`src/hdl/pitt_pkg.sv`:
```
`timescale 1ns / 1ps

package pitt_pkg;

   // Table geometry.
   localparam int TIMER_SLOTS = 16;
   localparam int ID_BITS     = 16;
   localparam int SLOT_BITS   = (TIMER_SLOTS > 1) ? $clog2(TIMER_SLOTS) : 1;

   // Fixed field widths of the request and response words.
   localparam int OP_W    = 2;
   localparam int THREAD_W = 16;
   localparam int TIME_W  = 64;
   localparam int KIND_W  = 2;

   // Thread ids are compared and stored with only ID_BITS bits kept.
   localparam logic [THREAD_W-1:0] ID_MASK = (ID_BITS >= THREAD_W) ? {THREAD_W{1'b1}} :
      THREAD_W'((64'd1 << ID_BITS) - 64'd1);

   localparam logic [SLOT_BITS-1:0] LAST_SLOT = SLOT_BITS'(TIMER_SLOTS - 1);

   typedef enum logic [OP_W-1:0] {
      OP_SET   = 2'd0,
      OP_READ  = 2'd1,
      OP_CHECK = 2'd2
   } opcode_type;

   typedef enum logic [KIND_W-1:0] {
      KIND_ACK    = 2'd0,
      KIND_READ   = 2'd1,
      KIND_EXPIRY = 2'd2,
      KIND_DONE   = 2'd3
   } kind_type;

   typedef enum logic [2:0] {
      ST_IDLE,
      ST_SCAN,
      ST_REPLY,
      ST_CHECK,
      ST_DONE
   } state_type;

   // Commands from the controller to the datapath.
   typedef struct packed {
      logic load;    // capture the request word and restart the slot scan
      logic step;    // visit the current slot and advance the scan index
      logic reply;   // commit a set and emit its acknowledge or the read data
      logic expire;  // emit an expiry for the current slot and re-arm or free it
      logic finish;  // emit the check done word
   } cmd_type;

   // Status from the datapath to the controller.
   typedef struct packed {
      logic scan_last;  // scan index is on the final slot
      logic hit;        // current slot is valid and its deadline has passed
      logic out_free;   // output register can take a word this cycle
   } status_type;

endpackage

```
`src/hdl/pitt_ctrl.sv`:
```
`timescale 1ns / 1ps

module pitt_ctrl (
   input  logic                           clock,
   input  logic                           reset,
   input  logic                           req_valid,
   input  logic [pitt_pkg::OP_W-1:0]      req_opcode,
   output logic                           req_ready,
   input  pitt_pkg::status_type           sts,
   output pitt_pkg::cmd_type              cmd
);

   pitt_pkg::state_type state_ff;
   pitt_pkg::state_type state_in;

   always_ff @(posedge clock) begin
      if (reset) begin
         state_ff <= pitt_pkg::ST_IDLE;
      end else begin
         state_ff <= state_in;
      end
   end

   always_comb begin
      state_in = state_ff;
      case (state_ff)
         pitt_pkg::ST_IDLE: begin
            if (req_valid) begin
               case (req_opcode)
                  pitt_pkg::OP_SET:   state_in = pitt_pkg::ST_SCAN;
                  pitt_pkg::OP_READ:  state_in = pitt_pkg::ST_SCAN;
                  pitt_pkg::OP_CHECK: state_in = pitt_pkg::ST_CHECK;
                  default:            state_in = pitt_pkg::ST_IDLE;
               endcase
            end
         end
         pitt_pkg::ST_SCAN: begin
            if (sts.scan_last) state_in = pitt_pkg::ST_REPLY;
         end
         pitt_pkg::ST_REPLY: begin
            if (sts.out_free) state_in = pitt_pkg::ST_IDLE;
         end
         pitt_pkg::ST_CHECK: begin
            if (sts.scan_last && (!sts.hit || sts.out_free)) state_in = pitt_pkg::ST_DONE;
         end
         pitt_pkg::ST_DONE: begin
            if (sts.out_free) state_in = pitt_pkg::ST_IDLE;
         end
         default: begin
            state_in = pitt_pkg::ST_IDLE;
         end
      endcase
   end

   always_comb begin
      cmd       = '0;
      req_ready = 1'b0;
      case (state_ff)
         pitt_pkg::ST_IDLE: begin
            req_ready = 1'b1;
            cmd.load  = req_valid;
         end
         pitt_pkg::ST_SCAN: begin
            cmd.step = 1'b1;
         end
         pitt_pkg::ST_REPLY: begin
            cmd.reply = sts.out_free;
         end
         pitt_pkg::ST_CHECK: begin
            // An expired slot holds the scan until its word can be emitted.
            if (sts.hit) begin
               cmd.expire = sts.out_free;
               cmd.step   = sts.out_free;
            end else begin
               cmd.step = 1'b1;
            end
         end
         pitt_pkg::ST_DONE: begin
            cmd.finish = sts.out_free;
         end
         default: begin
            cmd = '0;
         end
      endcase
   end

endmodule

```
`src/hdl/pitt_datapath.sv`:
```
`timescale 1ns / 1ps

module pitt_datapath (
   input  logic                              clock,
   input  logic                              reset,
   input  logic [pitt_pkg::OP_W-1:0]         req_opcode,
   input  logic [pitt_pkg::THREAD_W-1:0]     req_thread_id,
   input  logic [pitt_pkg::TIME_W-1:0]       req_now_cycles,
   input  logic [pitt_pkg::TIME_W-1:0]       req_value_cycles,
   input  logic [pitt_pkg::TIME_W-1:0]       req_period_cycles,
   input  pitt_pkg::cmd_type                 cmd,
   output pitt_pkg::status_type              sts,
   output logic                              rsp_valid,
   input  logic                              rsp_ready,
   output logic [pitt_pkg::KIND_W-1:0]       rsp_kind,
   output logic [pitt_pkg::THREAD_W-1:0]     rsp_owner_id,
   output logic [pitt_pkg::TIME_W-1:0]       rsp_remaining_cycles,
   output logic [pitt_pkg::TIME_W-1:0]       rsp_reload_cycles,
   output logic                              rsp_status,
   output logic                              rsp_last
);

   localparam int SB = pitt_pkg::SLOT_BITS;
   localparam int TW = pitt_pkg::TIME_W;
   localparam int IW = pitt_pkg::THREAD_W;

   // Captured request word.
   logic [pitt_pkg::OP_W-1:0] op_ff, op_in;
   logic [IW-1:0]             id_ff, id_in;
   logic [TW-1:0]             now_ff, now_in;
   logic [TW-1:0]             value_ff, value_in;
   logic [TW-1:0]             period_ff, period_in;

   // Scan state and search results.
   logic [SB-1:0] idx_ff, idx_in;
   logic          match_ff, match_in;
   logic [SB-1:0] match_idx_ff, match_idx_in;
   logic          free_ff, free_in;
   logic [SB-1:0] free_idx_ff, free_idx_in;
   logic [TW-1:0] rd_rem_ff, rd_rem_in;
   logic [TW-1:0] rd_rel_ff, rd_rel_in;

   // Slot table.
   logic          valid_ff [pitt_pkg::TIMER_SLOTS];
   logic [IW-1:0] owner_ff [pitt_pkg::TIMER_SLOTS];
   logic [TW-1:0] deadline_ff [pitt_pkg::TIMER_SLOTS];
   logic [TW-1:0] reload_ff [pitt_pkg::TIMER_SLOTS];

   // Output register.
   logic               rsp_valid_ff, rsp_valid_in;
   pitt_pkg::kind_type rsp_kind_ff, rsp_kind_in;
   logic [IW-1:0]      rsp_owner_ff, rsp_owner_in;
   logic [TW-1:0]      rsp_rem_ff, rsp_rem_in;
   logic [TW-1:0]      rsp_rel_ff, rsp_rel_in;
   logic               rsp_status_ff, rsp_status_in;
   logic               rsp_last_ff, rsp_last_in;

   logic          cur_valid;
   logic [IW-1:0] cur_owner;
   logic [TW-1:0] cur_deadline;
   logic [TW-1:0] cur_period;
   logic          cur_future;
   logic          is_set;
   logic          full;
   logic [TW-1:0] addend;
   logic [TW-1:0] new_deadline;

   logic          wr_en;
   logic          wr_owner_en;
   logic [SB-1:0] wr_idx;
   logic          valid_set;
   logic          valid_clr;
   logic          emit;

   assign cur_valid    = valid_ff[idx_ff];
   assign cur_owner    = owner_ff[idx_ff];
   assign cur_deadline = deadline_ff[idx_ff];
   assign cur_period   = reload_ff[idx_ff];
   assign cur_future   = cur_deadline > now_ff;

   assign is_set = (op_ff == pitt_pkg::OP_SET);
   assign full   = !match_ff && (value_ff != '0) && !free_ff;

   // One adder serves the set deadline and the periodic re-arm.
   assign addend       = cmd.expire ? cur_period : value_ff;
   assign new_deadline = now_ff + addend;

   assign emit = cmd.reply || cmd.expire || cmd.finish;

   assign sts.scan_last = (idx_ff == pitt_pkg::LAST_SLOT);
   assign sts.hit       = cur_valid && !cur_future;
   assign sts.out_free  = !rsp_valid_ff || rsp_ready;

   always_comb begin
      op_in        = op_ff;
      id_in        = id_ff;
      now_in       = now_ff;
      value_in     = value_ff;
      period_in    = period_ff;
      idx_in       = idx_ff;
      match_in     = match_ff;
      match_idx_in = match_idx_ff;
      free_in      = free_ff;
      free_idx_in  = free_idx_ff;
      rd_rem_in    = rd_rem_ff;
      rd_rel_in    = rd_rel_ff;
      if (cmd.load) begin
         op_in     = req_opcode;
         id_in     = req_thread_id & pitt_pkg::ID_MASK;
         now_in    = req_now_cycles;
         value_in  = req_value_cycles;
         period_in = req_period_cycles;
         idx_in    = '0;
         match_in  = 1'b0;
         free_in   = 1'b0;
         rd_rem_in = '0;
         rd_rel_in = '0;
      end else if (cmd.step) begin
         if (!sts.scan_last) idx_in = idx_ff + SB'(1);
         if (cur_valid && (cur_owner == id_ff) && !match_ff) begin
            match_in     = 1'b1;
            match_idx_in = idx_ff;
            rd_rem_in    = cur_future ? (cur_deadline - now_ff) : '0;
            rd_rel_in    = cur_period;
         end
         if (!cur_valid && !free_ff) begin
            free_in     = 1'b1;
            free_idx_in = idx_ff;
         end
      end
   end

   always_ff @(posedge clock) begin
      if (reset) begin
         idx_ff   <= '0;
         match_ff <= 1'b0;
         free_ff  <= 1'b0;
      end else begin
         idx_ff   <= idx_in;
         match_ff <= match_in;
         free_ff  <= free_in;
      end
   end

   always_ff @(posedge clock) begin
      op_ff        <= op_in;
      id_ff        <= id_in;
      now_ff       <= now_in;
      value_ff     <= value_in;
      period_ff    <= period_in;
      match_idx_ff <= match_idx_in;
      free_idx_ff  <= free_idx_in;
      rd_rem_ff    <= rd_rem_in;
      rd_rel_ff    <= rd_rel_in;
   end

   // Table updates from a committed set or from an expiry.
   always_comb begin
      wr_en       = 1'b0;
      wr_owner_en = 1'b0;
      wr_idx      = idx_ff;
      valid_set   = 1'b0;
      valid_clr   = 1'b0;
      if (cmd.reply && is_set) begin
         if (match_ff) begin
            wr_idx = match_idx_ff;
            if (value_ff == '0) begin
               valid_clr = 1'b1;
            end else begin
               wr_en = 1'b1;
            end
         end else if ((value_ff != '0) && free_ff) begin
            wr_idx      = free_idx_ff;
            wr_en       = 1'b1;
            wr_owner_en = 1'b1;
            valid_set   = 1'b1;
         end
      end else if (cmd.expire) begin
         if (cur_period != '0) begin
            wr_en = 1'b1;
         end else begin
            valid_clr = 1'b1;
         end
      end
   end

   always_ff @(posedge clock) begin
      if (reset) begin
         for (int i = 0; i < pitt_pkg::TIMER_SLOTS; i++) begin
            valid_ff[i] <= 1'b0;
         end
      end else if (valid_set) begin
         valid_ff[wr_idx] <= 1'b1;
      end else if (valid_clr) begin
         valid_ff[wr_idx] <= 1'b0;
      end
   end

   always_ff @(posedge clock) begin
      if (wr_en) begin
         deadline_ff[wr_idx] <= new_deadline;
         reload_ff[wr_idx]   <= cmd.expire ? cur_period : period_ff;
      end
      if (wr_owner_en) begin
         owner_ff[wr_idx] <= id_ff;
      end
   end

   always_comb begin
      rsp_valid_in  = rsp_valid_ff && !rsp_ready;
      rsp_kind_in   = rsp_kind_ff;
      rsp_owner_in  = rsp_owner_ff;
      rsp_rem_in    = rsp_rem_ff;
      rsp_rel_in    = rsp_rel_ff;
      rsp_status_in = rsp_status_ff;
      rsp_last_in   = rsp_last_ff;
      if (emit) rsp_valid_in = 1'b1;
      if (cmd.reply) begin
         rsp_kind_in   = is_set ? pitt_pkg::KIND_ACK : pitt_pkg::KIND_READ;
         rsp_owner_in  = id_ff;
         rsp_rem_in    = is_set ? '0 : rd_rem_ff;
         rsp_rel_in    = is_set ? '0 : rd_rel_ff;
         rsp_status_in = is_set && full;
         rsp_last_in   = 1'b1;
      end else if (cmd.expire) begin
         rsp_kind_in   = pitt_pkg::KIND_EXPIRY;
         rsp_owner_in  = cur_owner;
         rsp_rem_in    = '0;
         rsp_rel_in    = cur_period;
         rsp_status_in = 1'b0;
         rsp_last_in   = 1'b0;
      end else if (cmd.finish) begin
         rsp_kind_in   = pitt_pkg::KIND_DONE;
         rsp_owner_in  = '0;
         rsp_rem_in    = '0;
         rsp_rel_in    = '0;
         rsp_status_in = 1'b0;
         rsp_last_in   = 1'b1;
      end
   end

   always_ff @(posedge clock) begin
      if (reset) begin
         rsp_valid_ff <= 1'b0;
      end else begin
         rsp_valid_ff <= rsp_valid_in;
      end
   end

   always_ff @(posedge clock) begin
      rsp_kind_ff   <= rsp_kind_in;
      rsp_owner_ff  <= rsp_owner_in;
      rsp_rem_ff    <= rsp_rem_in;
      rsp_rel_ff    <= rsp_rel_in;
      rsp_status_ff <= rsp_status_in;
      rsp_last_ff   <= rsp_last_in;
   end

   assign rsp_valid            = rsp_valid_ff;
   assign rsp_kind             = rsp_kind_ff;
   assign rsp_owner_id         = rsp_owner_ff;
   assign rsp_remaining_cycles = rsp_rem_ff;
   assign rsp_reload_cycles    = rsp_rel_ff;
   assign rsp_status           = rsp_status_ff;
   assign rsp_last             = rsp_last_ff;

endmodule

```
`src/hdl/per_thread_interval_timer_table.sv`:
```
`timescale 1ns / 1ps
// Channel   Direction  Handshake            Word
// req_*     in         req_valid/req_ready  opcode, thread_id, now, value, period
// rsp_*     out        rsp_valid/rsp_ready  kind, owner_id, remaining, reload, status, last
//
// One request word is taken at a time. The datapath visits one slot per cycle, save while a
// check holds the scan on an expired slot, so a set, read or check scans every slot between
// acceptance and the next ready. A word that cannot enter the output register, because the
// previous word still waits on rsp_ready, holds the block until the register is free.
// The output register lets a request be taken while the last response word is still held.
// Reset is synchronous and clears every slot's valid bit at once; there is no clearing pass.

module per_thread_interval_timer_table (
   input  logic                              clock,
   input  logic                              reset,
   input  logic                              req_valid,
   output logic                              req_ready,
   input  logic [pitt_pkg::OP_W-1:0]         req_opcode,
   input  logic [pitt_pkg::THREAD_W-1:0]     req_thread_id,
   input  logic [pitt_pkg::TIME_W-1:0]       req_now_cycles,
   input  logic [pitt_pkg::TIME_W-1:0]       req_value_cycles,
   input  logic [pitt_pkg::TIME_W-1:0]       req_period_cycles,
   output logic                              rsp_valid,
   input  logic                              rsp_ready,
   output logic [pitt_pkg::KIND_W-1:0]       rsp_kind,
   output logic [pitt_pkg::THREAD_W-1:0]     rsp_owner_id,
   output logic [pitt_pkg::TIME_W-1:0]       rsp_remaining_cycles,
   output logic [pitt_pkg::TIME_W-1:0]       rsp_reload_cycles,
   output logic                              rsp_status,
   output logic                              rsp_last
);

   pitt_pkg::cmd_type    cmd;
   pitt_pkg::status_type sts;

   pitt_ctrl u_ctrl (
      .clock      (clock),
      .reset      (reset),
      .req_valid  (req_valid),
      .req_opcode (req_opcode),
      .req_ready  (req_ready),
      .sts        (sts),
      .cmd        (cmd)
   );

   pitt_datapath u_datapath (
      .clock                (clock),
      .reset                (reset),
      .req_opcode           (req_opcode),
      .req_thread_id        (req_thread_id),
      .req_now_cycles       (req_now_cycles),
      .req_value_cycles     (req_value_cycles),
      .req_period_cycles    (req_period_cycles),
      .cmd                  (cmd),
      .sts                  (sts),
      .rsp_valid            (rsp_valid),
      .rsp_ready            (rsp_ready),
      .rsp_kind             (rsp_kind),
      .rsp_owner_id         (rsp_owner_id),
      .rsp_remaining_cycles (rsp_remaining_cycles),
      .rsp_reload_cycles    (rsp_reload_cycles),
      .rsp_status           (rsp_status),
      .rsp_last             (rsp_last)
   );

   // A word is only produced when the output register can take it.
   a_emit_has_room: assert property (@(posedge clock) disable iff (reset)
      (cmd.reply || cmd.expire || cmd.finish) |-> sts.out_free)
      else $error("response word produced while the output register is held");

   // A set or read always spends the slot scan before the next request.
   a_scan_blocks_req: assert property (@(posedge clock) disable iff (reset)
      (req_valid && req_ready &&
       (req_opcode == pitt_pkg::OP_SET || req_opcode == pitt_pkg::OP_READ))
      |=> !req_ready)
      else $error("request taken during a slot scan");

   // Table full is only ever reported on a set acknowledge.
   a_status_on_ack: assert property (@(posedge clock) disable iff (reset)
      (rsp_valid && rsp_status) |-> (rsp_kind == pitt_pkg::KIND_ACK))
      else $error("status set on a word that is not a set acknowledge");

   // An expiry word is never the final word of a check.
   a_expiry_not_last: assert property (@(posedge clock) disable iff (reset)
      (rsp_valid && rsp_kind == pitt_pkg::KIND_EXPIRY) |-> !rsp_last)
      else $error("expiry word marked as last");

endmodule

```
`config.mk`:
```
export PLATFORM = sky130hd
export DESIGN_NAME = per_thread_interval_timer_table
export DESIGN_NICKNAME = d
export VERILOG_FILES = /design/src/hdl/pitt_pkg.sv /design/src/hdl/pitt_ctrl.sv /design/src/hdl/pitt_datapath.sv /design/src/hdl/per_thread_interval_timer_table.sv
export SDC_FILE = /design/constraint.sdc
export NUM_CORES = 2
export LEC_CHECK = 0
export BUFFER_PORTS_ARGS = -buffer_cell sky130_fd_sc_hd__clkbuf_2
export CAP_MARGIN = 20
export CORE_AREA = 2 2 622 624
export DETAILED_ROUTE_END_ITERATION = 10
export DIE_AREA = 0 0 624 626
export GPL_TIMING_DRIVEN = 0
export PLACE_DENSITY_LB_ADDON = 0.1
export SLEW_MARGIN = 0
export SYNTH_ARGS = -nofsm -noshare
export SYNTH_HDL_FRONTEND = slang
export SYNTH_SLANG_ARGS = --single-unit
export TNS_END_PERCENT = 100
```
`constraint.sdc`:
```
create_clock -name clock -period 13.2 [get_ports clock]
set_input_delay 2.64 -clock clock [delete_from_list [all_inputs] [get_ports clock]]
set_output_delay 2.64 -clock clock [all_outputs]
set_load 0.01 [all_outputs]
```
# == After elaboration in Yosys (flattened, before gate mapping) ==
# Memory sizes are Yosys's and may differ from the RTL's. A register that Yosys moved wholly into a read port is not among the register bits.
# Index checks and enable logic that the tools add are counted.
# op_classes
add_sub_neg,3
multipliers,0
div_mod_pow,0
n_lt_le_gt_ge,1
n_eq_ne,12
shift,0
mux,77
bitwise,3
reduce_logical,40
# op_table
cell,n
$mux W64,10
$reduce_bool A64 Y1,2
$add A64 B64 Y64,1
$gt A64 B64 Y1,1
$logic_not A64 Y1,1
$sub A64 B64 Y64,1
$mux W16,3
$mux W4,12
$mux W1,42
$eq A16 B16 Y1,1
$mux W3,4
$pmux W3 S4,1
$logic_and A1 B1 Y1,11
$logic_not A1 Y1,7
$eq A3 B2 Y1 const B,2
$mux W2,3
$ne A2 B1 Y1 const B,3
$reduce_and A2 Y1,3
$reduce_and A3 Y1,2
$reduce_or A2 Y1,3
$add A4 B1 Y4 const B,1
$eq A4 B4 Y1 const B,1
$logic_not A2 Y1,2
$logic_or A1 B1 Y1,4
14 further kinds,15
# totals
regBits,504
latch_bits,0
ram_bits,2320
mem_bits_ro,0
inputBits,214
output_inout_bits,150
mem_count,4
# memory_table
memory,words,width,rd,rd_clocked_by_memory_dff,wr,line_no,text
u_datapath.deadline_ff,16,64,1,1,1,pitt_datapath.sv:46,logic [TW-1:0] deadline_ff [pitt_pkg::TIMER_SLOTS];
u_datapath.reload_ff,16,64,1,1,1,pitt_datapath.sv:47,logic [TW-1:0] reload_ff [pitt_pkg::TIMER_SLOTS];
u_datapath.owner_ff,16,16,1,1,1,pitt_datapath.sv:45,logic [IW-1:0] owner_ff [pitt_pkg::TIMER_SLOTS];
u_datapath.valid_ff,16,1,1,1,16,pitt_datapath.sv:44,logic valid_ff [pitt_pkg::TIMER_SLOTS];

# == Depth between registers and ports, before layout ==
# logic_depth
depth_word,14
mapped_depth,44
depth_no_buf,30

# == Modules after synthesis ==
# From an unflattened synthesis, not the netlist that was laid out.
# unflattened
cells_unflattened,6558
area_unflattened_um2,116028.8
# by_module_without_submodules
module,n_inst,cells_each,area_per_inst_um2
pitt_datapath,1,6526,115768.5
pitt_ctrl,1,32,260.2

# == Least setup slack after synthesis ==
# Ideal clock, no wire load.
# synth_path
path_kind,reg-to-reg
start,reg (tool-made name)
end,mem u_datapath.deadline_ff[4][0] in the netlist's numbering (enable)
setup_ps,617
arrival_ps,11448
required_time_ps,12583
slack_ps,1135
stages_incl_launch_ff,28
path_buffers,13
path_cell_list,dfxtp_1 > buf_6 > buf_6 > buf_8 > buf_8 > buf_8 > buf_4 > buf_4 > buf_4 > buf_2 > buf_1 > mux4_2 > mux4_2 > ha_1 > clkbuf_1 > a21o_1 > a31o_2 > a2111oi_0 > o41a_1 > nor2_1 > nor3_1 > or2_1 > clkbuf_1 > nand3_1 > nor2_1 > a21oi_1 > buf_2 > nor2_1
# synth_rtl
element,line_no
"end, declared",pitt_datapath.sv:46

==> impl_metrics.toml <==
[cts]
cts_tree = "built"
clk_latency_ps = 970
clk_path_buf_depth = 4
cts_buffers = 330
cts_root_buffer = "clkbuf_16"
cts.sinks = 2828
clk_pin_slew_ps = 60
cts_max_level = 5

[power_and_ir_drop]
internal-power_mw = 16.2
combPwrFrac_pct = 10.0
power_frac_clock_pct = 41.7
peakVddDrop_mv = 0.110
seq_power_share_pct = 48.2
p_sw_mw = 5.44
leakagePower_nw = 45.6
switching_share_pct = 25.1
power.density_nw_per_um2 = 156

[sta]
finalSetupViolCount = 0
period_share_pct = 97.5
tightest_slew_ps = 1270
grt_setup_unrepaired = "no"
fin_hold_ws_ps = 450
slew_headroom_pct = 15.5
hold_viol_final = 0
period_needed_ps = 12870
final-max-slew-violation-count = 0
fin_setup_tns_ps = 0
fmax_mhz = 77.7
skew_ps = 63.9

[logic_synthesis]
ys_seq_area_share_pct = 72.7
ys_types = 77
synth_top_area_cell = "edfxtp_1"
synth_seq_cells = 2828
synth_nets = 6650
ys_top_cells_by_area = "edfxtp_1 70%, mux4_2 13%, dfxtp_1 2.5%"
yosys_warnings = 0
syn_avg_cell_area_sq_um = 18.2
synth_most_common_cell = "edfxtp_1"
synth-async-reset-ratio_pct = 0
synth_enable_flop_cells = 2685
synth_top_area_share_pct = 70.2
ys.flop_type = "edfxtp_1"
synthTopCellsByCount = "2685 x edfxtp_1, 706 x nand2_1, 682 x mux4_2, 313 x a21oi_1, 178 x clkbuf_1"
syn_area_sq_um = 115000
netlist_instances = 6305

[cells_and_area]
final_cell_area_sq_um = 139000
postLayoutCoreUtil_pct = 36.1
num-nets-final = 7592
fin_cells = 12600
area.growth.synth_to_final_pct = 20.9
drive_gt1_share_pct = 27.3

[placed_design]
routabilityCongestion = 0.881
dp.cells = 12000
place_area_sq_um = 128000
io_buffer_count = 363
dp_hpwl_microns = 318000

[floorplanning]
ios = 364
num_rows = 228
initial_core_util_pct = 29.9
die_y_microns = 626
die_w_microns = 624
core_area_sq_um = 384000
die-area_sq_um = 391000

[flow_run]
timing.max_cap.violations = 0

[critical_path]
rr_worst_depth = 40
crit_buf_inv = 13
crit_top_cell = "buf_2"
timing.rr.end = "u_datapath.deadline_ff[12][52]$_DFFE_PP_"
crit_path_top_delay_cell = "a2111oi_1"
crit_required_ps = 13950
worst_path_largest_cell_delay_ps = 530
cpLargestDelayFamily = "buffers and inverters"
r2r_slack_ps = 330
critical_path.endpoint_type = "register"
start_kind = "register"
critical_path_class = "register to register"
critPathArrivalTime_ps = 13620
worstPathMaxFanout = 16

[routing]
drc = 0
dr.pass1.iters = 5
vias_per_cell = 5.23
wl_microns = 438000
drt_iter0_drc = 6682
wl_per_cell_microns = 34.8
vias = 65800
final_antenna_net_count = 0

[grt]
track_usage_pct = 22.1
grt_overflow_total = 0
grt_pass1_wl_microns = 586000
grt_max_degree = 61
grtUsageMet3_pct = 3.09
grt_pass1_vias = 66100
grt_use_met2_pct = 36.5
antenna_found_initial = 25
grtUsageMet1_pct = 29.4
grt_busiest_layer = "met2"

[hold_path]
holdPathStages = 2
hp-start = "u_datapath.rd_rem_ff[7]$_SDFFE_PP0P_"
min_path_type = "register to register"
hold_end = "u_datapath.rd_rem_ff[7]$_SDFFE_PP0P_"

[outcome]
status = "completed"
## metal layers
metal / wire length [microns] / vias to the layer above
met4: 19200 / 10
met2: 210000 / 2205
li1: - / 27200
met1: 186000 / 35800
met3: 22100 / 560
met5: 61 / -
## power groups by stage
| stage | sequential [mW] | combinational [mW] | clock (mW) |
|---|---|---|---|
| final | 10.5 | 2.17 | 9.05 |
| after global routing | 10.5 | 2.34 | 9.56 |
| after CTS | 10.5 | 2.14 | 9.25 |
| after detailed placement | 10.7 | 2.11 | 0 |
| after global placement | 10.7 | 1.96 | 0 |
| after floorplan | 10.6 | 1.17 | 0 |
## cells by family after synthesis
group	after synthesis	synth area share, %
mux	773	14.2
compound gates	743	4.06
flops	2828	72.7
xor+xnor	134	1.02
fa+ha+maj	131	1.44
simple gates	1281	5.01
buf+inv	415	1.61
## final cells by class
cell class	count	area, sq um
Timing Repair Buffer	617	6340
Clock inverter	188	1800
Clock buffer	405	8800
Inverter	96	360
Buffer	312	1650
Fill cell	36000	245000
Antenna cell	10	25.0
Tap cell	5060	6330
Sequential cell	2828	83500
Multi-Input combinational cell	3062	30100
## worst max-delay path by stage
stage	start	to	slack [ps]	cells past startpoint
3_3_place_gp	register	u_datapath.deadline_ff[2][20]$_DFFE_PP_	-16570	22
2_1_floorplan	register	u_datapath.deadline_ff[4][0]$_DFFE_PP_	1140	27
5_1_grt	register	u_datapath.deadline_ff[0][60]$_DFFE_PP_	0.02	41
4_1_cts	register	u_datapath.deadline_ff[0][61]$_DFFE_PP_	3	38
3_5_place_dp	register	u_datapath.deadline_ff[6][62]$_DFFE_PP_	-4110	40
6_report	register	u_datapath.deadline_ff[12][52]$_DFFE_PP_	330	40
## state kept, by name (all words and copies together), names as in the netlist, 64 cells and up, named ones only
signal	cells
u_datapath.rsp_reload_cycles	64
u_datapath.value_ff	64
u_datapath.deadline_ff	1024
u_datapath.rd_rem_ff	64
u_datapath.reload_ff	1024
u_datapath.period_ff	64
u_datapath.owner_ff	256
u_datapath.rd_rel_ff	64
u_datapath.rsp_remaining_cycles	64
u_datapath.now_ff	64
## timing repair
item                       in CTS  in global routing
gates resized for setup        78                 61
setup endpoints to repair    1091                332
pin swaps                       2                  2
setup buffers                   1                  3
cloned                          0                  0
hold buffers                    0                  0
## placed cells by master, fill, tap and decap left out, drive strengths merged, types with 13 or more instances in the layout
cell type,instances
clkinv,144
a21o,122
xor2,55
mux2,26
bufinv,24
nor3,49
edfxtp,2685
o21bai,21
nand2,706
a21oi,314
a211oi,34
nand2b,19
dfxtp,143
mux2i,65
mux4,682
clkbuf,953
nand3,82
a22o,25
nor4,49
a31oi,25
nor2b,39
xnor2,79
and3,13
inv,106
and2,88
o21a,14
o21ai,90
nor2,157
buf,381
ha,129
nand4,40
## worst min-delay path, cell delays in order (launching register included)
cell and delay [ps]:
dfxtp_1 310, nand2_1 50, a21oi_1 50
## stage by stage
stage / total power, mW / setup slack [ps]
after CTS: 21.9 / 3.19
final: 21.7 / 334
after global placement: 12.7 / -16570
after detailed placement: 12.8 / -4110
after floorplan: 11.7 / 1140
after global routing: 22.4 / 0.0195
(Power assumes the default switching activity.)
